[src/rtl/dtlt_ram.sv]
module dtlt_ram #(
  parameter int Width = 16,
  parameter int Depth = 256
) (
  input  logic                     clk_i,
  input  logic                     we_i,
  input  logic [$clog2(Depth)-1:0] waddr_i,
  input  logic [Width-1:0]         wdata_i,
  input  logic [$clog2(Depth)-1:0] raddr_i,
  output logic [Width-1:0]         rdata_o
);

  logic [Width-1:0] mem_q [Depth];
  logic [Width-1:0] rdata_q;

  // one write port, one registered read port
  always_ff @(posedge clk_i) begin
    if (we_i) begin
      mem_q[waddr_i] <= wdata_i;
    end
    rdata_q <= mem_q[raddr_i];
  end

  assign rdata_o = rdata_q;

endmodule

[config.mk]
export PLATFORM = sky130hd
export DESIGN_NAME = dtlt_ram
export DESIGN_NICKNAME = d
export VERILOG_FILES = /design/src/rtl/dtlt_ram.sv
export SDC_FILE = /design/constraint.sdc
export NUM_CORES = 2
export LEC_CHECK = 0
export BUFFER_PORTS_ARGS = -buffer_cell sky130_fd_sc_hd__buf_4
export CAP_MARGIN = 10
export CORE_MARGIN = 3
export CORE_UTILIZATION = 35
export CTS_CLUSTER_DIAMETER = 150
export DETAILED_ROUTE_END_ITERATION = 8
export SLEW_MARGIN = 20
export SYNTH_ARGS = -nofsm -noshare
export SYNTH_HDL_FRONTEND = slang
export SYNTH_SLANG_ARGS = --single-unit
[constraint.sdc]
create_clock -name clk_i -period 4.4 [get_ports clk_i]
set_input_delay 1.32 -clock clk_i [delete_from_list [all_inputs] [get_ports clk_i]]
set_output_delay 1.32 -clock clk_i [all_outputs]
set_load 0.005 [all_outputs]
==> flow_metrics.tcl <==
set metrics [dict create \
    first_iter_violations 9899 \
    ff_latch_area_sq_mm 0.123 \
    power_mw 82.2 \
    synth_warnings 0 \
    grt_first_pass_wirelength_um 614000 \
    worst-slew-pin-transition_ps 1270 \
    worstSetupEndpointType "flip-flop" \
    numPortBuffers 49 \
    cp.required_ps 5130 \
    num_io_pins 50 \
    grt_util_met3 0.0315 \
    final.setup_skew_ps 53.8 \
    min_from "wdata_i[12]" \
    synth-edff-count 4096 \
    place.detailed.hpwl_um 270000 \
    average_size_of_a_mapped_cell_sq_um 21.6 \
    die_w_um 679 \
    outcome "finished, final reports clean" \
    setup_viol_count_final 0 \
    synth_fp_nets 7394 \
    critical_path.startpoint "raddr_i[0]" \
    floorplan.rows 246 \
    min_period_over_period 0.903 \
    clock-sinks 4112 \
    critPathCapture "rdata_o[7]" \
    regToRegStartpoint "mem_q[11][4]" \
    die_height_um 679 \
    clk_pin_slew_worst_paths_ps 60 \
    grt_setup_unrepaired "no" \
    ys_seq_area_frac 0.777 \
    cts_hold_buf 0 \
    cts-htree-levels 5 \
    n_fill_cell 38900 \
    worstPathArrival_ps 4700 \
    largest_net_degree_at_the_start_of_global_routing 122 \
    use_met2 0.302 \
    min_path_type "in -> reg" \
    post_cts_resized 0 \
    cp_slowest_stage_delay_ps 990 \
    post_cts_buffers 0 \
    stdcell_count 14400 \
    r2r_setup_slack_ps 1610 \
    finalSetupTns_ps 0 \
    global_route.overflow_total 0 \
    final_layout_size_suffix_gt1_frac 0.280 \
    netlist_top_cells_area "edfxtp_1 (77%), mux4_2 (11%), mux2i_1 (3.6%)" \
    globalRouteMet1Util 0.252 \
    synth.lib_cells_used.distinct 52 \
    cts_tree "yes" \
    initial_utilization 0.352 \
    cpMostUsedCell "buf_12" \
    maxCapViolCount 0 \
    dp.cells 13600 \
    synthesis.area_sq_mm 0.159 \
    maxClockFrequency_mhz 252 \
    timing_hold_violations_final 0 \
    synthArstFlopShare 0 \
    crit_path_start_kind "input pin" \
    clk-insertion-delay-late_ps 930 \
    critPathTopFamily "buffers and inverters" \
    timing.rr.end "rdata_o[4]" \
    synth.most_common_cell "edfxtp_1" \
    worst-setup-path-type "in -> reg" \
    cp_cell_sequence "buf_16, buf_12, buf_12, buf_12, buf_4, mux2i_1, o221ai_1, o22ai_1, nor3_1, buf_4, nor3_1, nor4_1" \
    power-per-cell-area_mw_per_mm2 446 \
    cts.path.max_buffers 4 \
    slew_violations 0 \
    detail_route.drc_violations 0 \
    critical_path.slowest_cell "nor3_1" \
    detail_route.wirelength_um 434000 \
    layout-area-overhead-vs-synth_pct 16.1 \
    synth_flop_cell "edfxtp_1" \
    worst-path-stages 12 \
    post-synth-top-area-fraction 0.775 \
    cts_made_buffers 390 \
    drt-vias-per-instance 5.54 \
    dr.pass1.iters 6 \
    crit_path_max_fanout 44 \
    relSlewSlack 0.145 \
    post_drt_wl_per_cell_um 30.2 \
    placeableCoreArea_sq_mm 0.450 \
    grt_use_total 0.185 \
    multiInputGateArea_sq_mm 0.0330 \
    first_global_vias 79700 \
    antenna_violating_nets_post_route 0 \
    fin_crit_ps 3970 \
    critical_path.n_buffers_inverters 6 \
    max_vdd_drop_mv 0.333 \
    reg2regPathDepth 7 \
    number_of_nets_in_the_final_layout 8105 \
    cts_root_buffer "clkbuf_16" \
    synth_cells 7360 \
    yosys.area.top_type "edfxtp_1" \
    netlist_top_cells_count "edfxtp_1 (4096), mux4_2 (797), mux2i_1 (565), nor2_1 (304), o221ai_1 (252)" \
    routed-via-count 79600 \
    seq_cells_post_synth 4112 \
    fp.dieArea_sq_mm 0.462 \
    gp_congestion 0.858 \
    leakage_power_summed_over_all_cells_nw 58.3 \
    grt_busiest_layer "met2" \
    number_of_antenna_violations_at_the_first_check_in_global_routing 24 \
]
-- cell usage in the layout, fill, tap and decap left out, types with 18 or more instances in the layout --
cell type	count
edfxtp_1	4096
mux4_2	797
buf_4	648
mux2i_1	565
clkbuf_16	395
o221ai_1	252
nor2_1	231
a21oi_1	175
o22ai_1	148
buf_12	103
nor3_1	89
mux2_2	88
clkinv_2	75
nor2_2	73
clkbuf_1	67
bufinv_16	59
clkinv_1	58
a22oi_1	43
nand2_1	38
o21ai_0	36
a22o_1	32
clkinvlp_4	29
a221oi_1	28
nand4_1	26
nand3_1	26
o32ai_1	19
a211oi_1	18
-- kinds of logic (layout without fill, tap and decap cells) --
family | count (synthesis) | in the layout | synth area share
compound gates | 786 | 786 | 0.0354
mux | 1450 | 1450 | 0.155
flops | 4112 | 4112 | 0.777
other cells | 0 | 16 | 0
simple gates | 556 | 556 | 0.0157
buf+inv | 456 | 1492 | 0.0169
-- worst register-to-register path, cell delays in order (launching register included) --
cell,delay [ps]
edfxtp_1,370
mux4_2,470
mux2_2,290
a22oi_1,510
nand2_1,120
buf_4,170
o32ai_2,590
nor4_2,130
-- registers in the layout, summed over array words and instances, names as in the netlist --
name,count
rdata_o,16
mem_q,4096
-- layout make-up --
type,count,area share
multi-input combinational,2792,0.179
sequential,4112,0.669
timing repair buffer,771,0.0393
clock inverter,252,0.0162
clock buffer,465,0.0552
tap,5952,0.0404
antenna,16,0.000217
inverter,4,0.000149
-- metrics by stage --
stage                util  hold slack, ps  worst slack (ps)  area (sq um)
finish              0.409             847               429        184000
global route        0.409             823               435        184000
CTS                 0.409             800               522        184000
detailed placement  0.380            1070              -434        171000
global placement    0.380            1040              -491        171000
floorplan               -             854               915        159000
-- layer usage --
metal  up-vias  wire [um]
met1     42600     173000
met5         -         77
met3       627      36200
met2      3654     210000
met4        12      14800
li1      32700          -
-- power by group --
part / internal [mW] / switching (mW) / total, mW
Sequential: 43.2 / 0.113 / 43.3
Combinational: 1.57 / 2.76 / 4.33
Clock: 20.1 / 14.6 / 34.6
Total: 64.8 / 17.4 / 82.2
-- worst min path at each step --
stage                          end  slack, ps  cells past startpoint
finish              mem_q[230][12]        850                      1
global route         mem_q[70][14]        820                      1
CTS                  mem_q[84][14]        800                      1
detailed placement      rdata_o[5]       1070                      6
global placement        rdata_o[5]       1040                      6
floorplan               rdata_o[1]        850                      6
Power figures use the tool's default switching activity.
