### config.mk
export PLATFORM = sky130hd
export DESIGN_NAME = dtlt_mac
export DESIGN_NICKNAME = d
export VERILOG_FILES = /design/src/rtl/dtlt_pkg.sv /design/src/rtl/dtlt_mac.sv
export SDC_FILE = /design/constraint.sdc
export NUM_CORES = 1
export LEC_CHECK = 0
export BUFFER_PORTS_ARGS = -buffer_cell sky130_fd_sc_hd__buf_2
export CORE_MARGIN = 1
export CORE_UTILIZATION = 50
export DETAILED_ROUTE_END_ITERATION = 8
export PLACE_DENSITY = 0.69
export SLEW_MARGIN = 15
export SYNTH_ARGS = -nofsm -noshare
export SYNTH_HDL_FRONTEND = slang
export SYNTH_SLANG_ARGS = --single-unit
### constraint.sdc
create_clock -name clk_i -period 6.8 [get_ports clk_i]
set_clock_uncertainty 0.05 [all_clocks]
set_input_delay 0 -clock clk_i [delete_from_list [all_inputs] [get_ports clk_i]]
set_output_delay 0 -clock clk_i [all_outputs]
set_load 0.005 [all_outputs]
### src/rtl/dtlt_pkg.sv
package dtlt_pkg;

  // matrix dimension the store sizes default to
  localparam int DimDefault = 16;

  // field widths
  localparam int IdxW  = 4;
  localparam int ValW  = 16;
  localparam int SizeW = 5;
  localparam int ProdW = 2 * ValW;
  localparam int SumW  = 35;
  // at most 31 terms are ever summed, so SizeW guard bits cover any sum
  localparam int AccW  = ProdW + SizeW;

  localparam logic [SizeW-1:0] SizeReset = SizeW'(16);

  // item modes
  typedef enum logic [1:0] {
    MODE_LOAD_DENSE = 2'd0,
    MODE_LOAD_TRI   = 2'd1,
    MODE_QUERY      = 2'd2,
    MODE_NOP        = 2'd3
  } mode_e;

  typedef logic        [IdxW-1:0] idx_t;
  typedef logic signed [ValW-1:0] val_t;
  typedef logic signed [SumW-1:0] sum_t;

endpackage

### src/rtl/dtlt_mac.sv
module dtlt_mac
  import dtlt_pkg::*;
(
  input  logic clk_i,
  input  logic rst_ni,
  input  logic clr_i,
  input  logic vld_i,
  input  val_t a_i,
  input  val_t b_i,
  output logic busy_o,
  output sum_t sum_o
);

  localparam logic signed [AccW-1:0] SatHi = {{(AccW-SumW+1){1'b0}}, {(SumW-1){1'b1}}};
  localparam logic signed [AccW-1:0] SatLo = {{(AccW-SumW+1){1'b1}}, {(SumW-1){1'b0}}};

  logic signed [ProdW-1:0] prod_q;
  logic                    prod_vld_q;
  logic signed [AccW-1:0]  acc_q, acc_d;
  logic signed [AccW-1:0]  sat;

  // multiply stage, registered before the add
  always_ff @(posedge clk_i) begin
    if (vld_i) begin
      prod_q <= a_i * b_i;
    end
  end

  always_ff @(posedge clk_i or negedge rst_ni) begin
    if (!rst_ni) begin
      prod_vld_q <= 1'b0;
      acc_q      <= '0;
    end else begin
      prod_vld_q <= vld_i;
      acc_q      <= acc_d;
    end
  end

  // accumulate stage
  always_comb begin
    acc_d = acc_q;
    if (clr_i) begin
      acc_d = '0;
    end else if (prod_vld_q) begin
      acc_d = acc_q + {{(AccW-ProdW){prod_q[ProdW-1]}}, prod_q};
    end
  end

  // clamp to the result range
  always_comb begin
    sat = acc_q;
    if (acc_q > SatHi) begin
      sat = SatHi;
    end else if (acc_q < SatLo) begin
      sat = SatLo;
    end
  end

  assign sum_o  = sat[SumW-1:0];
  assign busy_o = prod_vld_q;

endmodule

==> results.toml, run 1 <==
[timing]
drv_slew = 0
fin_tns_setup_ps = 0
finalWorstSetupSlack_ps = 960.2
relSlewSlack_pct = 38.89
worst_pin_slew_ps = 916.7
holdWs_ps = 99.31
rsz0062_at_grt = "false"
clock.fmax_ghz = 0.1712
finalSetupViolCount = 0
period_minus_slack_ps = 5840
finalHoldViolCount = 0
min_period_over_period_pct = 85.88

[logic_synthesis]
ys_seq_area_share_pct = 13.24
yosysWarnings = 0
avgSynthCellArea_um2 = 9.154
synthTopCellsByArea = "fa_1 (36%), ha_1 (10%), inv_1 (8.2%), edfxtp_1 (6.7%), dfrtp_1 (6.6%)"
synthArstFlopShare_pct = 54.29
synthesis.nets = 1995
synth_top_area_share_pct = 36.45
synth-seq-cells = 70
syn_inst = 1578
syn_area_mm2 = 0.01445
synth_cell_types = 65
synth_edf_count = 32
synth_flop_cell = "dfrtp_1"
yosys.area.top_type = "fa_1"

[worst_setup_path]
worstPathArrival_ps = 5870
crit_path_max_fanout = 16
crit_type = "primary input to flip-flop"
worstSetupEndpointType = "flip-flop"
cp.required_ps = 6830
r2r_slack_ps = 3400
start_kind = "primary input"

[die]
die_area_mm2 = 0.02957
core_mm2 = 0.02809
row_count = 61
io_pins = 72
die_w_um = 172.0
die_h_um = 172.0
start_util_pct = 51.43

[placed_design]
gp_congestion = 0.9041
place_hpwl_mm = 25.89
place_ws_ps = 608.2
port_buffers = 71
dpl-instance-area_mm2 = 0.01511

[job]
max-cap-violations = 0

[finish]
nets = 2030
final_cell_mix = "inv_1 (314), fa_1 (263), nor2_1 (146), nand2_1 (143), and2_1 (128)"
finalInstanceArea_mm2 = 0.01543
area_growth_pct = 6.851
drive_above_1_share_pct = 6.551
antenna_cells = 0
fill_cells = 2598
final_common_cell = "inv_1"

[detailed_routing]
first_pass_iters = 5
drt_iter0_drc = 849
drt-met1-wl_mm = 15.20
drc = 0
highest_layer = "met4"
routedWlPerCell_um = 15.77
drtAntennaViolNets = 0
met2_length_mm = 14.34
vias = 10506
wl_met3_mm = 1.539
viasPerCell = 5.264
drt_wl_total_mm = 31.49

[grt]
grt_max_degree = 47
grt_usage_pct = 23.01
grt_antenna_before_repair = 0
grt_pass1_wl_mm = 53.84
first_global_vias = 10987
grt_overflow = 0

[cts]
cts_tree = "built"
worstSkewPairLatency_ps = 330
numCtsBuffers = 9
clkTransAtPathRegs_ps = 50
cts_max_level = 3
post_cts_buffers = 0
cts-root-buf = "clkbuf_16"
cts_resized = 0
clock_sinks = 70
clockBufferDepth = 2

[hold_path]
hold_path.class = "primary input to flip-flop"

[outcome]
status = "completed"
## cell type report
class	count	area, um^2	area share [%]
clock inverters	7	88.84	0.5756
well taps	378	473.0	3.064
multi-input cells	1143	11170	72.36
flip-flops and latches	70	1913	12.39
inverters	314	1179	7.636
clock buffers	9	225.2	1.459
repair buffers	75	387.9	2.513
## per-layer routing
| metal | track usage, % | vias up |
|---|---|---|
| met4 | 4.771 | 0 |
| li1 | - | 4982 |
| met5 | 0 | - |
| met3 | 2.243 | 34 |
| met2 | 37.83 | 299 |
| met1 | 33.11 | 5191 |
## flip-flops by register name, indices dropped and copies added, names as in the netlist
name	flops
busy_o	1
prod_q	32
acc_q	37
## critical path, stage by stage
cell and delay (ps):
buf_2 300, nand2_1 160, inv_1 140, fa_1 510, fa_1 830, fa_1 510
fa_1 480, fa_1 540, inv_1 50, fa_1 520, inv_1 40, ha_1 380
nand4_1 170, nor3_1 70, a221o_1 310, a211oi_2 300, o21ai_1 120, a21o_1 170
a21oi_1 170, xnor2_1 80
## path summary, 6_finish.rpt
path	from	end	cells past startpoint
worst max-delay path	b_i[1]	prod_q[30]	20
worst min-delay path	vld_i	busy_o	1
worst max register to register	acc_q[0]	acc_q[36]	11
worst min register to register	acc_q[20]	acc_q[20]	2
max in group asynchronous	rst_ni	busy_o	2
min in group asynchronous	rst_ni	acc_q[5]	2
## per-stage QoR
stage / std cells / util, %
6_report: 1996 / 54.95
3_3_place_gp: 1979 / 53.80
4_1_cts: 1996 / 54.95
2_1_floorplan: 1578 / -
3_5_place_dp: 1979 / 53.80
5_1_grt: 1996 / 54.95
## Yosys cell counts, types with 3 or more instances
cell type / n
nand4_1: 5
and2_1: 128
nor3b_1: 3
fa_1: 263
or3_1: 4
a31oi_1: 8
nand2_1: 143
ha_1: 118
a221oi_1: 4
nor2b_1: 4
xnor2_1: 42
o211ai_1: 3
nand3_1: 7
xor2_1: 22
mux2i_1: 24
a21boi_1: 3
nor3_1: 10
nand2b_1: 18
o21a_1: 7
o31ai_1: 4
and3_1: 4
a211oi_1: 12
edfxtp_1: 32
a21oi_1: 43
o21ai_1: 13
inv_1: 314
clkbuf_1: 48
a211o_1: 4
o221ai_1: 3
o21ai_0: 21
o21bai_1: 6
o22ai_1: 5
nor2_1: 147
dfrtp_1: 38
a21o_1: 30
## kinds of logic (layout without fill, tap and decap cells)
logic type,after synthesis,count (layout),synth area share [%]
flops,70,70,13.24
xor+xnor,64,64,3.880
simple gates,488,488,16.25
mux,25,25,1.767
fa+ha+maj,381,381,46.67
buf+inv,365,405,9.493
compound gates,185,185,8.705
## what timing repair did
item / CTS / global route
hold endpoints to repair: 38 / 0
setup endpoints to repair: 0 / 0
hold buffers: 1 / 0
Power of run 1 is not shown: default switching activity piles up to over one toggle a cycle in this logic, so the estimate is an artifact.
==> run 2, diff against run 1 <==
- BUFFER_PORTS_ARGS: -buffer_cell sky130_fd_sc_hd__buf_2 -> default
- CORE_ASPECT_RATIO: default -> 1.5
- DONT_BUFFER_PORTS: default -> 1
- PLACE_DENSITY: 0.69 -> 0.67
==> run 2 against run 1 <==
  * Hold slack lost 73 ps
  * Sequential share of layout area up 0.20 points
  * Critical path depth is 1 lower
  * Setup slack improved by 220 ps
  * Count of clock-buffer cells in the layout rose by 2
  * Final cell count is 4.7% lower
  * Critical path type unchanged
  * Register-to-register slack lost 20 ps
  * Routed wire length grew 6.2%
==> results.toml, run 2 (synthesized netlist as in run 1, its figures left out) <==
[cts]
cts-root-buf = "clkbuf_16"
clock_sinks = 70
clkTransAtPathRegs_ps = 50
cts_max_level = 3
holdBufCountCts = 9
worstSkewPairLatency_ps = 330
numCtsBuffers = 9
clockBufferDepth = 2
cts_tree = "built"
cts_resized = 0
post_cts_buffers = 0

[worst_setup_path]
path_buf_inv = 3
cp.required_ps = 6830
start_kind = "primary input"
crit_type = "primary input to flip-flop"
critical_path.most_common_cell = "fa_1"
crit_path_max_fanout = 16
worstPathArrival_ps = 5650
worstSetupEndpointType = "flip-flop"
cp_slowest_stage_delay_ps = 910
critPathSlowestCell = "fa_1"
path_cells = "nand2_1 > inv_1 > fa_1 > fa_1 > fa_1 > fa_1 > fa_1 > inv_1 > fa_1 > inv_1 > ha_1 > nand4_1 > nor3_1 > a221o_1 > a211oi_2 > o21ai_1 > a21o_1 > a21oi_1 > xnor2_1"
path_delay_family = "adder cells"

[grt]
grt_antenna_before_repair = 0
first_global_vias = 11419
grt_usage_pct = 24.53
grt_max_degree = 51
grt_pass1_wl_mm = 56.74
grt_overflow = 0

[timing]
min_period_over_period_pct = 82.64
period_minus_slack_ps = 5620
relSlewSlack_pct = 55.40
fin_tns_setup_ps = 0
clock.fmax_ghz = 0.1779
finalHoldViolCount = 0
drv_slew = 0
worst_pin_slew_ps = 669.1
rsz0062_at_grt = "false"
finalSetupViolCount = 0

[finish]
final_common_cell = "inv_1"
nets = 1969
largest_register_ffs = 37
regArea_mm2 = 0.001913
drive_above_1_share_pct = 2.312
antenna_cells = 0
multi_input_area_mm2 = 0.01117
final_cell_mix = "inv_1 (314), fa_1 (263), nor2_1 (146), nand2_1 (143), and2_1 (128)"
fill_cells = 2615
area_growth_pct = 5.137
regMostFlops = "acc_q"

[detailed_routing]
drt_iter0_drc = 474
wl_met3_mm = 1.512
first_pass_iters = 5
drc = 0
highest_layer = "met4"
drt-met1-wl_mm = 13.41
routedWlPerCell_um = 17.58
drt_wl_total_mm = 33.45
met2_length_mm = 17.43
viasPerCell = 5.428
vias = 10329
drtAntennaViolNets = 0

[die]
die_h_um = 210.2
io_pins = 72
core_mm2 = 0.02815
die_w_um = 140.8
die_area_mm2 = 0.02959
row_count = 75
start_util_pct = 51.31

[placed_design]
place_hpwl_mm = 27.01
gp_congestion = 0.9116
port_buffers = 0

[outcome]
status = "completed"

[job]
max-cap-violations = 0

[hold_path]
hold_path.class = "primary input to flip-flop"
-- run 2: cell types whose count changed in the layout (fill, tap and decap cells not counted), sizes merged --
cell | before | now
buf | 74 | 6
clkinv | 3 | 2
dlygate4sd3 | 1 | 8
clkinvlp | 2 | 0
clkbuf | 9 | 11
bufinv | 2 | 3
-- run 2: metal layers --
| layer | GRT usage [%] | up-vias |
|---|---|---|
| li1 | - | 4846 |
| met4 | 8.321 | 0 |
| met3 | 2.590 | 56 |
| met1 | 29.34 | 5162 |
| met2 | 45.53 | 265 |
| met5 | 0 | - |
-- run 2: through the flow --
| stage | area (um^2) | hold slack (ps) | cells | util, % | setup slack [ps] |
|---|---|---|---|---|---|
| 5_1_grt | 15190 | 37.70 | 1903 | 53.95 | 875.5 |
| 2_1_floorplan | 14450 | -345.6 | 1578 | - | 1053 |
| 6_report | 15190 | 26.50 | 1903 | 53.95 | 1180 |
| 4_1_cts | 15170 | 0.2476 | 1901 | 53.88 | 1159 |
| 3_3_place_gp | 14720 | -344.3 | 1876 | 52.27 | 913.2 |
| 3_5_place_dp | 14720 | -344.5 | 1876 | 52.27 | 790.9 |
-- run 2: layout make-up --
class,count,share of cell area (%)
clock buffer,11,1.532
timing repair buffer,14,1.071
tap,346,2.851
sequential,70,12.60
inverter,314,7.761
multi-input combinational,1143,73.54
clock inverter,5,0.6508
-- run 2: final timing paths --
check / slack, ps / end / from / depth (start not counted)
max reg2reg: 3380 / acc_q[36] / acc_q[0] / 11
min in group asynchronous: 110 / acc_q[36] / rst_ni / 2
min: 30 / acc_q[15] / clr_i / 2
max in group asynchronous: 6380 / busy_o / rst_ni / 2
min reg2reg: 490 / acc_q[20] / acc_q[20] / 2
max: 1180 / prod_q[30] / a_i[15] / 19
Power of run 2 is left out for the same reason.
==> run 3, diff against run 2 <==
- ABC_AREA: default -> 1
- PLACE_DENSITY: 0.67 -> 0.7
- clock period: 6.8 -> 5.1 ns (I/O delays scaled with it)
==> run 3 against run 2 <==
  * Critical path depth increased by 1
  * Register-to-register slack got worse by 1000 ps
  * First-iteration DRC count increased by 29%
  * Largest cell class unchanged
  * Final cell count increased by 39%
==> results.toml, run 3 <==
[finish]
fill_cells = 3011
finalInstanceArea_mm2 = 0.01750
final_common_cell = "inv_1"
regMostFlops = "acc_q"
fin_cells = 2650
area_growth_pct = 9.103
final_cell_mix = "inv_1 (610), nand2_1 (609), fa_1 (259), ha_1 (112), nor2_1 (105)"
drive_above_1_share_pct = 6.875
antenna_cells = 0
nets = 2652
largest_register_ffs = 37

[timing]
finalWorstSetupSlack_ps = 205.6
holdWs_ps = 51.68
clock.fmax_ghz = 0.2043
finalSetupViolCount = 0
min_period_over_period_pct = 95.97
worst_pin_slew_ps = 1020
drv_slew = 0
period_minus_slack_ps = 4894
relSlewSlack_pct = 31.95
finalHoldViolCount = 0

[cts]
cts_max_level = 3
worstSkewPairLatency_ps = 360
clockBufferDepth = 2
cts_tree = "built"
numCtsBuffers = 9
cts-root-buf = "clkbuf_16"
clkTransAtPathRegs_ps = 60
clock_sinks = 70

[detailed_routing]
first_pass_iters = 5
drc = 0
vias = 13640
drt-met1-wl_mm = 15.87
wl_met3_mm = 1.305
viasPerCell = 5.147
drt_wl_total_mm = 44.98
highest_layer = "met4"
routedWlPerCell_um = 16.97
drt_iter0_drc = 611
drtAntennaViolNets = 0
met2_length_mm = 25.27

[worst_setup_path]
worstSetupEndpoint = "prod_q[24]"
crit_path_max_fanout = 6
worstSetupEndpointType = "flip-flop"
path_buf_inv = 7
r2r_slack_ps = 2370
worstPathArrival_ps = 4940
critical_path.most_common_cell = "fa_1"
reg2reg_depth = 11
start_kind = "primary input"
crit_type = "primary input to flip-flop"
crit_cells = 20
cp.required_ps = 5140
critPathSlowestCell = "fa_1"
r2r_start = "prod_q[0]"
startpoint = "b_i[15]"
path_delay_family = "adder cells"
r2r_end = "acc_q[24]"
path_cells = "clkinvlp_4 > buf_12 > buf_6 > or2_2 > fa_1 > fa_1 > inv_1 > fa_1 > fa_1 > fa_1 > inv_1 > fa_1 > inv_1 > ha_1 > a21oi_1 > o21ai_0 > buf_4 > a21oi_1 > o211ai_1 > xor2_1"
cp_slowest_stage_delay_ps = 510

[grt]
grt_antenna_before_repair = 0
grt_pass1_wl_mm = 73.03
first_global_vias = 14889
grt_overflow = 0
grt_max_degree = 39
grt_usage_pct = 28.99

[logic_synthesis]
synthArstFlopShare_pct = 54.29
synthesis.nets = 2624
syn_area_mm2 = 0.01604
synthTopCellsByArea = "fa_1 (33%), nand2_1 (14%), inv_1 (14%), ha_1 (9.2%), edfxtp_1 (6.0%)"
synth_top_area_share_pct = 32.82
avgSynthCellArea_um2 = 7.268
yosys.area.top_type = "fa_1"
ys_seq_area_share_pct = 11.92
synth_cell_types = 41
synth_flop_cell = "dfrtp_1"
synth_most_common_cell = "nand2_1"
yosysWarnings = 0
syn_inst = 2207
synth-seq-cells = 70
synth_common_cells = "nand2_1 (614), inv_1 (611), fa_1 (263)"
synth_edf_count = 32

[job]
max-cap-violations = 0

[die]
io_pins = 72
core_mm2 = 0.03173
die_area_mm2 = 0.03282
die_w_um = 148.2
row_count = 80
die_h_um = 221.4
start_util_pct = 50.55

[placed_design]
gp_congestion = 0.9918
place_ws_ps = -246.9
placed_cells = 2618
port_buffers = 0
place_hpwl_mm = 38.06
dpl-instance-area_mm2 = 0.01690

[outcome]
status = "completed"

[hold_path]
hold_path.class = "primary input to flip-flop"
hold_start = "a_i[2]"
holdPathStages = 4
## run 3: cells by family after synthesis
| logic type | synth area share [%] |
|---|---|
| xor+xnor | 1.747 |
| fa+ha+maj | 42.03 |
| buf+inv | 15.97 |
| flops | 11.92 |
| compound gates | 6.669 |
| simple gates | 21.67 |
## run 3: layout make-up
cell class / count / area (um^2) / share of cell area (%)
Multi-Input combinational cell: 1455 / 11710 / 66.93
Sequential cell: 70 / 1912 / 10.92
Tap cell: 410 / 513.0 / 2.931
Clock buffer: 11 / 264.0 / 1.509
Clock inverter: 5 / 78.83 / 0.4504
Timing Repair Buffer: 85 / 710.7 / 4.061
Inverter: 614 / 2308 / 13.19
## run 3: worst reg2reg max path, delay by kind of cell, from the launching register on
family                   cells  cell delay [ps]
adder cells (fa/ha/maj)      2              870
flip-flops                   1              360
AND/OR/NAND/NOR              8             1170
AO/OA/AOI/OAI                1              180
## run 3: layer usage
metal | track usage, % | vias up
li1 | - | 6531
met1 | 28.63 | 6635
met2 | 58.13 | 340
met3 | 2.639 | 134
met4 | 14.77 | 0
met5 | 0 | -
## run 3: how the worst min path moves through the flow
stage,end
2_1_floorplan,acc_q[0]
3_3_place_gp,acc_q[4]
3_5_place_dp,acc_q[6]
4_1_cts,prod_q[2]
5_1_grt,prod_q[2]
6_report,prod_q[2]
## run 3: timing repair
item	CTS	global route
buffers inserted	0	6
hold endpoints to repair	100	0
hold buffers	10	0
setup endpoints to repair	0	9
gates resized for setup	0	18
## run 3: metrics by stage
step	TNS (ps)	utilization, %
finish	0	55.15
global route	-49.67	55.15
CTS	0	54.74
detailed placement	-1846	53.26
global placement	-1496	53.26
floorplan	0	-
Power of run 3 is left out for the same reason.
